<file path="config.mk">
export PLATFORM = sky130hd
export DESIGN_NAME = positional_array_insert_erase
export DESIGN_NICKNAME = d
export VERILOG_FILES = /design/src/sv/pae_pkg.sv /design/src/sv/pae_mem.sv /design/src/sv/pae_seq.sv /design/src/sv/positional_array_insert_erase.sv
export SDC_FILE = /design/constraint.sdc
export NUM_CORES = 1
export LEC_CHECK = 0
export ABC_AREA = 1
export BUFFER_PORTS_ARGS = -buffer_cell sky130_fd_sc_hd__buf_2
export CELL_PAD_IN_SITES_DETAIL_PLACEMENT = 1
export CELL_PAD_IN_SITES_GLOBAL_PLACEMENT = 1
export CORE_MARGIN = 4
export CORE_UTILIZATION = 35
export CTS_BUF_LIST = sky130_fd_sc_hd__clkbuf_2 sky130_fd_sc_hd__clkbuf_4 sky130_fd_sc_hd__clkbuf_8
export CTS_CLUSTER_DIAMETER = 40
export DETAILED_ROUTE_END_ITERATION = 6
export HOLD_SLACK_MARGIN = 0.15
export PLACE_DENSITY = 0.65
export REMOVE_ABC_BUFFERS = 1
export SLEW_MARGIN = 20
export SYNTH_ARGS = -nofsm -noshare
export SYNTH_HDL_FRONTEND = slang
export SYNTH_HIERARCHICAL = 1
export SYNTH_SLANG_ARGS = --single-unit
</file>
<file path="constraint.sdc">
create_clock -name i_clk -period 13.89 [get_ports i_clk]
set_clock_uncertainty 0.05 [all_clocks]
set_input_delay 2.778 -clock i_clk [delete_from_list [all_inputs] [get_ports i_clk]]
set_output_delay 2.778 -clock i_clk [all_outputs]
set_load 0.02 [all_outputs]
</file>
<file path="src/sv/pae_pkg.sv">
`default_nettype none

package pae_pkg;

    // Stream field widths (fixed by the interface).
    localparam int FUNC_W   = 3;
    localparam int INDEX_W  = 4;
    localparam int VALUE_W  = 32;
    localparam int COUNT_W  = 5;
    localparam int STATUS_W = 2;

    // tdata widths, padded to whole bytes.
    localparam int IN_TDATA_W  = 40;
    localparam int OUT_TDATA_W = 40;
    localparam int IN_PAD_W    = IN_TDATA_W - INDEX_W - VALUE_W;
    localparam int OUT_PAD_W   = OUT_TDATA_W - VALUE_W - COUNT_W;

    // Operation codes.
    localparam logic [FUNC_W-1:0] FUNC_PUSH   = 3'd0;
    localparam logic [FUNC_W-1:0] FUNC_POP    = 3'd1;
    localparam logic [FUNC_W-1:0] FUNC_INSERT = 3'd2;
    localparam logic [FUNC_W-1:0] FUNC_ERASE  = 3'd3;
    localparam logic [FUNC_W-1:0] FUNC_READ   = 3'd4;

    typedef enum logic [STATUS_W-1:0] {
        ST_OK        = 2'd0,
        ST_FULL      = 2'd1,
        ST_EMPTY     = 2'd2,
        ST_BAD_INDEX = 2'd3
    } t_status;

endpackage

`default_nettype wire

</file>
<file path="src/sv/pae_mem.sv">
`default_nettype none

// Simple dual-port RAM, one write and one read port, registered read data.
module pae_mem #(
    parameter int DEPTH      = 16,
    parameter int DATA_WIDTH = 32,
    parameter int AW         = $clog2(DEPTH)
) (
    input  wire logic                  i_clk,
    input  wire logic                  i_we,
    input  wire logic [AW-1:0]         i_waddr,
    input  wire logic [DATA_WIDTH-1:0] i_wdata,
    input  wire logic                  i_re,
    input  wire logic [AW-1:0]         i_raddr,
    output      logic [DATA_WIDTH-1:0] o_rdata
);

    logic [DATA_WIDTH-1:0] r_mem [DEPTH];
    logic [DATA_WIDTH-1:0] r_rdata;

    always_ff @(posedge i_clk) begin
        if (i_we) begin
            r_mem[i_waddr] <= i_wdata;
        end
        if (i_re) begin
            r_rdata <= r_mem[i_raddr];
        end
    end

    assign o_rdata = r_rdata;

endmodule

`default_nettype wire

</file>
<file path="src/sv/pae_seq.sv">
`default_nettype none

// Operation sequencer: owns the count, walks the RAM one word per cycle
// for insert/erase shifts.
module pae_seq #(
    parameter int DEPTH      = 16,
    parameter int DATA_WIDTH = 32,
    parameter int AW         = $clog2(DEPTH),
    parameter int CNT_W      = $clog2(DEPTH + 1)
) (
    input  wire logic                          i_clk,
    input  wire logic                          i_rst_n,
    // request
    input  wire logic                          i_req_valid,
    output      logic                          o_req_ready,
    input  wire logic [pae_pkg::FUNC_W-1:0]    i_req_func,
    input  wire logic [pae_pkg::INDEX_W-1:0]   i_req_index,
    input  wire logic [pae_pkg::VALUE_W-1:0]   i_req_value,
    // result
    output      logic                          o_res_valid,
    input  wire logic                          i_res_ready,
    output      logic [DATA_WIDTH-1:0]         o_res_value,
    output      logic [CNT_W-1:0]              o_res_count,
    output      pae_pkg::t_status              o_res_status,
    // RAM port
    output      logic                          o_mem_we,
    output      logic [AW-1:0]                 o_mem_waddr,
    output      logic [DATA_WIDTH-1:0]         o_mem_wdata,
    output      logic                          o_mem_re,
    output      logic [AW-1:0]                 o_mem_raddr,
    input  wire logic [DATA_WIDTH-1:0]         i_mem_rdata
);

    // index compare width: wide enough for both the index field and the count
    localparam int CMP_W = (CNT_W > pae_pkg::INDEX_W) ? CNT_W : pae_pkg::INDEX_W;

    typedef enum logic [2:0] {
        S_IDLE,
        S_RD_WAIT,
        S_INS,
        S_INS_FIN,
        S_ERS_HEAD,
        S_ERS,
        S_RESP
    } t_state;

    t_state                r_state,      n_state;
    logic [CNT_W-1:0]      r_count,      n_count;
    logic [AW-1:0]         r_ptr,        n_ptr;
    logic [AW-1:0]         r_pos,        n_pos;
    logic [DATA_WIDTH-1:0] r_word,       n_word;
    logic [DATA_WIDTH-1:0] r_res_value,  n_res_value;
    pae_pkg::t_status      r_res_status, n_res_status;

    logic [DATA_WIDTH-1:0] w_word;
    logic [CMP_W-1:0]      w_pos_ext;
    logic [CMP_W-1:0]      w_cnt_ext;
    logic                  w_full;
    logic                  w_empty;

    assign w_word    = DATA_WIDTH'(i_req_value);
    assign w_pos_ext = CMP_W'(i_req_index);
    assign w_cnt_ext = CMP_W'(r_count);
    assign w_full    = (r_count == CNT_W'(DEPTH));
    assign w_empty   = (r_count == '0);

    always_comb begin
        n_state      = r_state;
        n_count      = r_count;
        n_ptr        = r_ptr;
        n_pos        = r_pos;
        n_word       = r_word;
        n_res_value  = r_res_value;
        n_res_status = r_res_status;
        o_mem_we     = 1'b0;
        o_mem_waddr  = r_ptr;
        o_mem_wdata  = i_mem_rdata;
        o_mem_re     = 1'b0;
        o_mem_raddr  = r_ptr;

        case (r_state)
            S_IDLE: begin
                if (i_req_valid) begin
                    n_res_value  = '0;
                    n_res_status = pae_pkg::ST_OK;
                    n_state      = S_RESP;
                    n_pos        = AW'(i_req_index);
                    n_word       = w_word;
                    case (i_req_func)
                        pae_pkg::FUNC_PUSH: begin
                            if (w_full) begin
                                n_res_status = pae_pkg::ST_FULL;
                            end else begin
                                o_mem_we    = 1'b1;
                                o_mem_waddr = AW'(r_count);
                                o_mem_wdata = w_word;
                                n_count     = r_count + CNT_W'(1);
                            end
                        end
                        pae_pkg::FUNC_POP: begin
                            if (w_empty) begin
                                n_res_status = pae_pkg::ST_EMPTY;
                            end else begin
                                o_mem_re    = 1'b1;
                                o_mem_raddr = AW'(r_count - CNT_W'(1));
                                n_count     = r_count - CNT_W'(1);
                                n_state     = S_RD_WAIT;
                            end
                        end
                        pae_pkg::FUNC_INSERT: begin
                            if (w_full) begin
                                n_res_status = pae_pkg::ST_FULL;
                            end else if (w_pos_ext > w_cnt_ext) begin
                                n_res_status = pae_pkg::ST_BAD_INDEX;
                            end else if (w_pos_ext == w_cnt_ext) begin
                                // append at the end, nothing to move
                                o_mem_we    = 1'b1;
                                o_mem_waddr = AW'(i_req_index);
                                o_mem_wdata = w_word;
                                n_count     = r_count + CNT_W'(1);
                            end else begin
                                // start moving the tail up from the last word
                                o_mem_re    = 1'b1;
                                o_mem_raddr = AW'(r_count - CNT_W'(1));
                                n_ptr       = AW'(r_count - CNT_W'(1));
                                n_state     = S_INS;
                            end
                        end
                        pae_pkg::FUNC_ERASE: begin
                            if (w_empty) begin
                                n_res_status = pae_pkg::ST_EMPTY;
                            end else if (w_pos_ext >= w_cnt_ext) begin
                                n_res_status = pae_pkg::ST_BAD_INDEX;
                            end else begin
                                o_mem_re    = 1'b1;
                                o_mem_raddr = AW'(i_req_index);
                                n_state     = S_ERS_HEAD;
                            end
                        end
                        pae_pkg::FUNC_READ: begin
                            if (w_empty) begin
                                n_res_status = pae_pkg::ST_EMPTY;
                            end else if (w_pos_ext >= w_cnt_ext) begin
                                n_res_status = pae_pkg::ST_BAD_INDEX;
                            end else begin
                                o_mem_re    = 1'b1;
                                o_mem_raddr = AW'(i_req_index);
                                n_state     = S_RD_WAIT;
                            end
                        end
                        default: begin
                            // unknown code: no change, ok status
                        end
                    endcase
                end
            end
            S_RD_WAIT: begin
                n_res_value = i_mem_rdata;
                n_state     = S_RESP;
            end
            S_INS: begin
                // rdata is word r_ptr, it moves to r_ptr + 1
                o_mem_we    = 1'b1;
                o_mem_waddr = r_ptr + AW'(1);
                o_mem_wdata = i_mem_rdata;
                if (r_ptr == r_pos) begin
                    n_state = S_INS_FIN;
                end else begin
                    o_mem_re    = 1'b1;
                    o_mem_raddr = r_ptr - AW'(1);
                    n_ptr       = r_ptr - AW'(1);
                end
            end
            S_INS_FIN: begin
                o_mem_we    = 1'b1;
                o_mem_waddr = r_pos;
                o_mem_wdata = r_word;
                n_count     = r_count + CNT_W'(1);
                n_state     = S_RESP;
            end
            S_ERS_HEAD: begin
                n_res_value = i_mem_rdata;
                if ((CNT_W'(r_pos) + CNT_W'(1)) < r_count) begin
                    o_mem_re    = 1'b1;
                    o_mem_raddr = r_pos + AW'(1);
                    n_ptr       = r_pos + AW'(1);
                    n_state     = S_ERS;
                end else begin
                    n_count = r_count - CNT_W'(1);
                    n_state = S_RESP;
                end
            end
            S_ERS: begin
                // rdata is word r_ptr, it moves to r_ptr - 1
                o_mem_we    = 1'b1;
                o_mem_waddr = r_ptr - AW'(1);
                o_mem_wdata = i_mem_rdata;
                if ((CNT_W'(r_ptr) + CNT_W'(1)) < r_count) begin
                    o_mem_re    = 1'b1;
                    o_mem_raddr = r_ptr + AW'(1);
                    n_ptr       = r_ptr + AW'(1);
                end else begin
                    n_count = r_count - CNT_W'(1);
                    n_state = S_RESP;
                end
            end
            S_RESP: begin
                if (i_res_ready) begin
                    n_state = S_IDLE;
                end
            end
            default: begin
                n_state = S_IDLE;
            end
        endcase
    end

    always_ff @(posedge i_clk) begin
        if (!i_rst_n) begin
            r_state <= S_IDLE;
            r_count <= '0;
        end else begin
            r_state <= n_state;
            r_count <= n_count;
        end
        r_ptr        <= n_ptr;
        r_pos        <= n_pos;
        r_word       <= n_word;
        r_res_value  <= n_res_value;
        r_res_status <= n_res_status;
    end

    assign o_req_ready  = (r_state == S_IDLE);
    assign o_res_valid  = (r_state == S_RESP);
    assign o_res_value  = r_res_value;
    assign o_res_count  = r_count;
    assign o_res_status = r_res_status;

endmodule

`default_nettype wire

</file>
<file path="src/sv/positional_array_insert_erase.sv">
// Sequence: push, full/empty/bad-index and unknown codes go straight to the result state;
//   pop and read wait for the RAM read; insert and erase move one RAM word per cycle.
// Flow: one transaction in the sequencer at a time; a new request is accepted only
//   after the sequencer has handed the last result to the output register.
// Reset: synchronous, active low; clears the count and the handshake state.
//   The word RAM is not cleared (no clearing pass); only written entries are read.
`default_nettype none

module positional_array_insert_erase #(
    parameter int DEPTH      = 16,
    parameter int DATA_WIDTH = 32
) (
    input  wire logic                               i_clk,
    input  wire logic                               i_rst_n,
    // request stream
    input  wire logic                               i_s_tvalid,
    output      logic                               o_s_tready,
    // [3:0] index, [35:4] value, [39:36] zero pad
    input  wire logic [pae_pkg::IN_TDATA_W-1:0]     i_s_tdata,
    // [2:0] func
    input  wire logic [pae_pkg::FUNC_W-1:0]         i_s_tuser,
    // result stream
    output      logic                               o_m_tvalid,
    input  wire logic                               i_m_tready,
    // [31:0] read_value, [36:32] count, [39:37] zero pad
    output      logic [pae_pkg::OUT_TDATA_W-1:0]    o_m_tdata,
    // [1:0] status
    output      logic [pae_pkg::STATUS_W-1:0]       o_m_tuser
);

    localparam int AW    = $clog2(DEPTH);
    localparam int CNT_W = $clog2(DEPTH + 1);

    // sequencer <-> RAM
    logic                  w_mem_we;
    logic [AW-1:0]         w_mem_waddr;
    logic [DATA_WIDTH-1:0] w_mem_wdata;
    logic                  w_mem_re;
    logic [AW-1:0]         w_mem_raddr;
    logic [DATA_WIDTH-1:0] w_mem_rdata;

    // sequencer -> output stage
    logic                  w_res_valid;
    logic                  w_res_ready;
    logic [DATA_WIDTH-1:0] w_res_value;
    logic [CNT_W-1:0]      w_res_count;
    pae_pkg::t_status      w_res_status;

    // output register
    logic                  r_out_valid;
    logic [DATA_WIDTH-1:0] r_out_value;
    logic [CNT_W-1:0]      r_out_count;
    pae_pkg::t_status      r_out_status;
    logic [63:0]           w_out_value_ext;

    pae_mem #(
        .DEPTH      (DEPTH),
        .DATA_WIDTH (DATA_WIDTH),
        .AW         (AW)
    ) u_mem (
        .i_clk   (i_clk),
        .i_we    (w_mem_we),
        .i_waddr (w_mem_waddr),
        .i_wdata (w_mem_wdata),
        .i_re    (w_mem_re),
        .i_raddr (w_mem_raddr),
        .o_rdata (w_mem_rdata)
    );

    pae_seq #(
        .DEPTH      (DEPTH),
        .DATA_WIDTH (DATA_WIDTH),
        .AW         (AW),
        .CNT_W      (CNT_W)
    ) u_seq (
        .i_clk        (i_clk),
        .i_rst_n      (i_rst_n),
        .i_req_valid  (i_s_tvalid),
        .o_req_ready  (o_s_tready),
        .i_req_func   (i_s_tuser),
        .i_req_index  (i_s_tdata[pae_pkg::INDEX_W-1:0]),
        .i_req_value  (i_s_tdata[pae_pkg::INDEX_W +: pae_pkg::VALUE_W]),
        .o_res_valid  (w_res_valid),
        .i_res_ready  (w_res_ready),
        .o_res_value  (w_res_value),
        .o_res_count  (w_res_count),
        .o_res_status (w_res_status),
        .o_mem_we     (w_mem_we),
        .o_mem_waddr  (w_mem_waddr),
        .o_mem_wdata  (w_mem_wdata),
        .o_mem_re     (w_mem_re),
        .o_mem_raddr  (w_mem_raddr),
        .i_mem_rdata  (w_mem_rdata)
    );

    // Output register: the sequencer hands off its result and goes back to
    // taking requests while the downstream side may still be stalled.
    assign w_res_ready = !r_out_valid || i_m_tready;

    always_ff @(posedge i_clk) begin
        if (!i_rst_n) begin
            r_out_valid <= 1'b0;
        end else if (w_res_ready) begin
            r_out_valid <= w_res_valid;
        end
        if (w_res_valid && w_res_ready) begin
            r_out_value  <= w_res_value;
            r_out_count  <= w_res_count;
            r_out_status <= w_res_status;
        end
    end

    // word zero-extended or truncated to the 32-bit field
    assign w_out_value_ext = 64'(r_out_value);

    assign o_m_tvalid = r_out_valid;
    assign o_m_tdata  = {{pae_pkg::OUT_PAD_W{1'b0}},
                         pae_pkg::COUNT_W'(r_out_count),
                         w_out_value_ext[pae_pkg::VALUE_W-1:0]};
    assign o_m_tuser  = r_out_status;

    // full is only reported with the array at capacity
    a_full_count: assert property (@(posedge i_clk) disable iff (!i_rst_n)
        (r_out_valid && (r_out_status == pae_pkg::ST_FULL))
            |-> (r_out_count == CNT_W'(DEPTH)))
        else $error("full status with count below capacity");

    // empty is only reported with no stored words
    a_empty_count: assert property (@(posedge i_clk) disable iff (!i_rst_n)
        (r_out_valid && (r_out_status == pae_pkg::ST_EMPTY))
            |-> (r_out_count == '0))
        else $error("empty status with nonzero count");

    // count never exceeds capacity
    a_count_range: assert property (@(posedge i_clk) disable iff (!i_rst_n)
        r_out_valid |-> (r_out_count <= CNT_W'(DEPTH)))
        else $error("count above capacity");

    // one request at a time: the sequencer is busy right after an accept
    a_one_in_flight: assert property (@(posedge i_clk) disable iff (!i_rst_n)
        (i_s_tvalid && o_s_tready) |=> !o_s_tready)
        else $error("request accepted while previous one in flight");

endmodule

`default_nettype wire
</file>
# Yosys cells after proc, flatten, opt, wreduce, memory -nomap -nowiden
# Memories as Yosys holds them, arrays and structs flattened. A register that Yosys moved wholly into a read port is not among the register bits.
# Cells that the tools add are included.
# Widths: inputs -> output; s select.
# word_totals
ff_bits,122
ram_bits,512
word_cells,150
n_memories,1
# classes
addsub,7
order_cmp,4
n_eq_ne,25
n_mux,84
n_reduce_logical,18
# mem_list
memory,words,word_bits,rd,rd_clocked_by_memory_dff,wr,line_no,rtl
u_mem.r_mem,16,32,1,1,1,pae_mem.sv:18,logic [DATA_WIDTH-1:0] r_mem [DEPTH];
# op_table
cell,n
$mux 32,6
$pmux 32 s2,3
$mux 4,17
$pmux 4 s4,3
$mux 5,8
$mux 3,11
$pmux 5 s4,1
$mux 1,18
$pmux 3 s6,1
$pmux 5 s3,1
$mux 2,7
$eq 3x2->1 const B,4
$eq 3x3->1 const B,4
$ne 3x3->1 const B,4
$pmux 3 s4,1
$pmux 4 s3,1
$add 4x1->5 const B,2
$lt 5x5->1,2
$reduce_and 10->1,1
$add 4x1->4 const B,2
$pmux 2 s4,1
$pmux 4 s2,1
$reduce_bool 4->1,2
$eq 3x1->1 const B,2
other kinds (26),35

# Logic depth before layout (Yosys ltp)
# logic_depth
depth_word,9
depth_mapped,26

# By module
# Netlist, hierarchy kept.
# by_module_without_submodules
mod,n_inst,cells_per_inst,area_each_um2,seq_area_each_um2
pae_mem,1,2120,23064.6,16335.7
pae_seq,1,633,5442.7,2382.3
positional_array_insert_erase,1,50,1248.7,1191.1

# Worst setup path before layout
# OpenSTA, ideal clock, no wires.
# synth_timing
kind,input-to-reg
startpoint,in i_s_tvalid
endpoint,mem u_mem.r_mem[12][0] (enable)
arrival_time_ns,6.478
t_required_ns,13.419
setup_slack_ns,6.940
cell_stages,6
cell_sequence,inv_1 -> nor2_1 -> nand3_1 -> o211ai_1 -> nand3_1 -> nor2_1
# synth_between
word_cells_on_any_way,6
classes_between,mux: 6
# synth_lines
element,line_no,rtl
"start, declared",positional_array_insert_erase.sv:16,"input wire logic i_s_tvalid,"
$mux 4,pae_seq.sv:83,if (i_req_valid) begin
$pmux 4 s4,pae_seq.sv:81,case (r_state)
via w_mem_waddr[2],positional_array_insert_erase.sv:36,logic [AW-1:0] w_mem_waddr;
"end, declared",pae_mem.sv:18,
# The timed path passes the listed nets, and every way through them passes these cells.

# Final worst setup path
# layout_timing
startpoint,in i_s_tdata[3] (netlist bit)
endpoint,"reg u_mem.r_rdata[2] (netlist: u_mem/o_rdata[2]), read port of u_mem.r_mem, data pin"
# layout_between
elab_chain_len,7
word_cells_on_any_way,19
classes_between,order compare: 2; eq/ne: 1; mux: 16
# layout_rtl
element,line_no,rtl
"start, declared",positional_array_insert_erase.sv:19,"input wire logic [pae_pkg::IN_TDATA_W-1:0] i_s_tdata,"
branches (longest 4 deep; another with $ge 4x5->1),--,
$pmux 4 s3 *,pae_seq.sv:89,case (i_req_func)
$mux 4 *,pae_seq.sv:83,
$pmux 4 s4 *,pae_seq.sv:81,
via w_mem_raddr[1],positional_array_insert_erase.sv:39,logic [AW-1:0] w_mem_raddr;
"end, declared",pae_mem.sv:19,logic [DATA_WIDTH-1:0] r_rdata;
# Mark *: on every way through the listed nets, which the timed path passes.
# A chain may end at the register's enable or synchronous reset.

==> metrics.txt <==
# TYPE chip_impl_metric gauge
chip_impl_metric{name="postSynthCellCount",unit=""} 2803
chip_impl_metric{name="remaining_drc_errors",unit=""} 0
chip_impl_metric{name="grt_pass1_vias",unit=""} 21987
chip_impl_metric{name="timing.critical_path.required",unit="ns"} 14.42
chip_impl_metric{name="grt_antenna_before_repair",unit=""} 3
chip_impl_info{name="rsz0062_at_grt",value="no"} 1
chip_impl_metric{name="cts.sink_count",unit=""} 666
chip_impl_metric{name="multi_input_combinational_cell_area",unit="um^2"} 7380
chip_impl_metric{name="relative_area_change_from_synthesis_to_final_layout",unit="%"} 13.3
chip_impl_info{name="worstSetupPathType",value="in -> reg"} 1
chip_impl_metric{name="cts_setup_buffers",unit=""} 0
chip_impl_info{name="cts_tree",value="done"} 1
chip_impl_info{name="final_common_cell",value="sky130_fd_sc_hd__nand2_1"} 1
chip_impl_metric{name="mappedNetlistArea",unit="um^2"} 29800
chip_impl_metric{name="place_hpwl",unit="um"} 46700
chip_impl_metric{name="total_core_area",unit="um^2"} 84000
chip_impl_metric{name="nNetsFinal",unit=""} 2974
chip_impl_metric{name="maximum_number_of_pins_on_one_net_before_global_route_repair",unit=""} 91
chip_impl_metric{name="num_rows",unit=""} 106
chip_impl_metric{name="drt.antenna.violating_nets",unit=""} 0
chip_impl_metric{name="routed_wire_length_per_instance",unit="um"} 21.0
chip_impl_info{name="cts-root-buf",value="sky130_fd_sc_hd__clkbuf_8"} 1
chip_impl_metric{name="clock_path_buffers",unit=""} 3
chip_impl_metric{name="hold_buffer_count_at_cts",unit=""} 0
chip_impl_metric{name="ctsResizeCount",unit=""} 0
chip_impl_metric{name="worstSkewPairLatency",unit="ns"} 0.76
chip_impl_info{name="synth_largest_area_cell",value="sky130_fd_sc_hd__edfxtp_1"} 1
chip_impl_metric{name="detailed_place.area",unit="um^2"} 31200
chip_impl_info{name="commonest_non_fill_non_tap_cells_in_the_layout",value="824 x sky130_fd_sc_hd__nand2_1, 657 x sky130_fd_sc_hd__edfxtp_1, 464 x sky130_fd_sc_hd__inv_1"} 1
chip_impl_metric{name="met2RoutedLength",unit="um"} 43900
chip_impl_metric{name="detail_route.vias_per_cell",unit=""} 4.95
chip_impl_metric{name="stdcell_area",unit="um^2"} 33700
chip_impl_metric{name="route.met3.wl",unit="um"} 4400
chip_impl_metric{name="area_share_of_the_largest_cell_type_after_synthesis",unit=""} 0.663
chip_impl_metric{name="initialDrtViolationCount",unit=""} 1355
chip_impl_metric{name="achievable-frequency",unit="MHz"} 144
chip_impl_info{name="hold_path_class",value="reg -> reg"} 1
chip_impl_metric{name="die_x",unit="um"} 300
chip_impl_info{name="outcome",value="finished clean"} 1
chip_impl_metric{name="port_buffers",unit=""} 83
chip_impl_metric{name="setup_tns",unit="ns"} 0
chip_impl_metric{name="layout_worst_path_cycle_share",unit=""} 0.501
chip_impl_metric{name="via_count",unit=""} 20496
chip_impl_info{name="startpoint_type_of_the_worst_setup_path",value="input pin"} 1
chip_impl_metric{name="layout_min_cycle_time",unit="ns"} 6.96
chip_impl_metric{name="syn_area_per_cell",unit="um^2"} 10.6
chip_impl_metric{name="yosys_warnings",unit=""} 6
chip_impl_metric{name="layout.area.seq",unit="um^2"} 19900
chip_impl_metric{name="design.portCount",unit=""} 91
chip_impl_metric{name="ys_seq_area_frac",unit=""} 0.669
chip_impl_metric{name="relSlewSlack",unit=""} 0.263
chip_impl_metric{name="setup_viol",unit=""} 0
chip_impl_metric{name="reg_clk_slew_reported_paths",unit="ns"} 0.06
chip_impl_metric{name="grt.total_usage",unit=""} 0.193
chip_impl_metric{name="cts_htree_levels",unit=""} 3
chip_impl_info{name="post_synth_main_area_contributors",value="sky130_fd_sc_hd__edfxtp_1 66%, sky130_fd_sc_hd__nand2_1 10%, sky130_fd_sc_hd__nand3_1 7.6%, sky130_fd_sc_hd__inv_1 5.9%, sky130_fd_sc_hd__o211ai_2 1.3%"} 1
chip_impl_metric{name="ratio_of_cells_with_drive_above_1_in_the_final_layout",unit=""} 0.133
chip_impl_metric{name="post_synth_num_cell_types",unit=""} 48
chip_impl_metric{name="max_cap_viol_count",unit=""} 0
chip_impl_metric{name="filler_cell_count",unit=""} 9240
chip_impl_metric{name="drt-pass1-iter-count",unit=""} 5
chip_impl_metric{name="slew_viol_final",unit=""} 0
chip_impl_metric{name="worstPathMaxFanout",unit=""} 65
chip_impl_metric{name="synth_seq_cells",unit=""} 666
chip_impl_metric{name="floorplan.die_area",unit="um^2"} 89700
chip_impl_metric{name="async_flop_share",unit=""} 0
chip_impl_metric{name="hold_viol",unit=""} 0
chip_impl_info{name="dominantRegCellSynth",value="sky130_fd_sc_hd__edfxtp_1"} 1
chip_impl_metric{name="tritoncts.num_buffers",unit=""} 115
chip_impl_metric{name="max_slew.worst_pin.slew",unit="ns"} 1.11
chip_impl_info{name="critPathCaptureType",value="flop"} 1
chip_impl_metric{name="gpl.final_weighted_congestion",unit=""} 0.814
chip_impl_metric{name="detail_route.wirelength.met1",unit="um"} 36300
chip_impl_metric{name="initial_core_util",unit=""} 0.354
chip_impl_metric{name="total_wire_length_after_detailed_routing",unit="um"} 87000
chip_impl_metric{name="worst-endpoint-arrival",unit="ns"} 7.49
chip_impl_metric{name="synth_edf_count",unit=""} 657
chip_impl_metric{name="global_route_overflow",unit=""} 0
chip_impl_info{name="routed.top_layer",value="met4"} 1
chip_impl_metric{name="die_y",unit="um"} 300
chip_impl_metric{name="grt_first_pass_wirelength",unit="um"} 131000
==> worst max-delay path, cell delays in order <==
cell	delay (ns)
sky130_fd_sc_hd__buf_2	0.13
sky130_fd_sc_hd__ha_1	0.32
sky130_fd_sc_hd__inv_1	0.10
sky130_fd_sc_hd__nor2_4	0.05
sky130_fd_sc_hd__nand2_1	0.15
sky130_fd_sc_hd__nand2_4	0.08
sky130_fd_sc_hd__nor2_8	0.17
sky130_fd_sc_hd__nand3_4	0.11
sky130_fd_sc_hd__a21oi_2	0.17
sky130_fd_sc_hd__nand2_1	0.11
sky130_fd_sc_hd__nand2_1	0.07
sky130_fd_sc_hd__nand2_1	0.06
sky130_fd_sc_hd__nand2_1	0.10
sky130_fd_sc_hd__nand3_4	0.71
sky130_fd_sc_hd__inv_6	0.92
sky130_fd_sc_hd__buf_4	0.82
sky130_fd_sc_hd__nand3_1	0.18
sky130_fd_sc_hd__nand3_1	0.13
sky130_fd_sc_hd__nand3_1	0.10
sky130_fd_sc_hd__nand2_1	0.10
==> layout make-up <==
cell class	instances	area share
antenna	3	0.000223
timing repair buffer	118	0.0201
clock buffer	155	0.0560
clock inverter	56	0.0184
inverter	480	0.0537
multi-input combinational	1529	0.219
tap	1134	0.0421
sequential	666	0.591
==> cell families after synthesis <==
kind of cell,share of synthesized area
AND/OR/NAND/NOR,0.204
adder cells (fa/ha/maj),0.00715
XOR/XNOR,0.00442
other,0.000126
buffers and inverters,0.0895
flip-flops,0.669
AO/OA/AOI/OAI,0.0255
==> path summary, 6_finish.rpt <==
check | from | to | slack, ns | cells past startpoint
worst max-delay path | i_s_tdata[3] | u_mem/o_rdata[2]$_DFFE_PP_ | 6.93 | 20
worst min-delay path | u_seq/o_res_value[14]$_SDFFCE_PN0P_ | r_out_value[14]$_DFFE_PP_ | 0.35 | 0
worst max register to register | u_seq/r_ptr[1]$_DFFE_PP_ | u_mem/o_rdata[4]$_DFFE_PP_ | 8.06 | 18
worst min register to register | u_seq/o_res_value[14]$_SDFFCE_PN0P_ | r_out_value[14]$_DFFE_PP_ | 0.35 | 0
==> flip-flops by register name (all words and copies together), names as in the netlist <==
name / cells
o_m_tvalid: 1
u_seq/r_state: 3
o_m_tuser: 2
u_seq/o_res_count: 5
u_seq/r_ptr: 4
u_mem/r_mem: 512
u_seq/r_word: 32
u_seq/o_res_value: 32
u_seq/r_pos: 4
u_mem/o_rdata: 32
u_seq/o_res_status: 2
r_out_count: 5
r_out_value: 32
==> stage by stage <==
stage               cells  hold WS (ns)  setup slack, ns   util
global route         4139         0.372             6.65  0.402
detailed placement   3927         0.355             6.16  0.372
global placement     3927         0.351             6.18  0.372
finish               4141         0.350             6.93  0.402
floorplan            2675         0.350             1.60      -
CTS                  4138         0.369             7.01  0.401
==> cells in the mapped netlist (2+ instances only) <==
master                       n
sky130_fd_sc_hd__buf_4      13
sky130_fd_sc_hd__nand3_4     5
sky130_fd_sc_hd__nand2_2     5
sky130_fd_sc_hd__edfxtp_1  657
sky130_fd_sc_hd__inv_2      11
sky130_fd_sc_hd__inv_1     468
sky130_fd_sc_hd__nor2_4      2
sky130_fd_sc_hd__o32ai_1     2
sky130_fd_sc_hd__or2_2       2
sky130_fd_sc_hd__nand3b_1    2
sky130_fd_sc_hd__buf_6      30
sky130_fd_sc_hd__nor2_2      3
sky130_fd_sc_hd__clkbuf_1   17
sky130_fd_sc_hd__a21oi_1    19
sky130_fd_sc_hd__a21oi_2     2
sky130_fd_sc_hd__xor2_1     13
sky130_fd_sc_hd__nor2_1     84
sky130_fd_sc_hd__o21ai_1     8
sky130_fd_sc_hd__o211ai_2   30
sky130_fd_sc_hd__dfxtp_1     9
sky130_fd_sc_hd__buf_1      14
sky130_fd_sc_hd__buf_2      54
sky130_fd_sc_hd__nor3_1      2
sky130_fd_sc_hd__nor2_8      4
sky130_fd_sc_hd__nand2_1   824
sky130_fd_sc_hd__o211ai_1    8
sky130_fd_sc_hd__o21ai_0    16
sky130_fd_sc_hd__nand3_1   450
sky130_fd_sc_hd__ha_1       17
sky130_fd_sc_hd__nand4_1    13
sky130_fd_sc_hd__xnor2_1     2
==> per-layer routing <==
layer,track usage,vias up
met4,0.0663,0
met1,0.238,10369
li1,-,9445
met2,0.342,527
met5,0,-
met3,0.0320,155
Power is left out: the tool's default activity adds up to more than one toggle a clock period on the data nets, which glitch-free logic cannot reach.
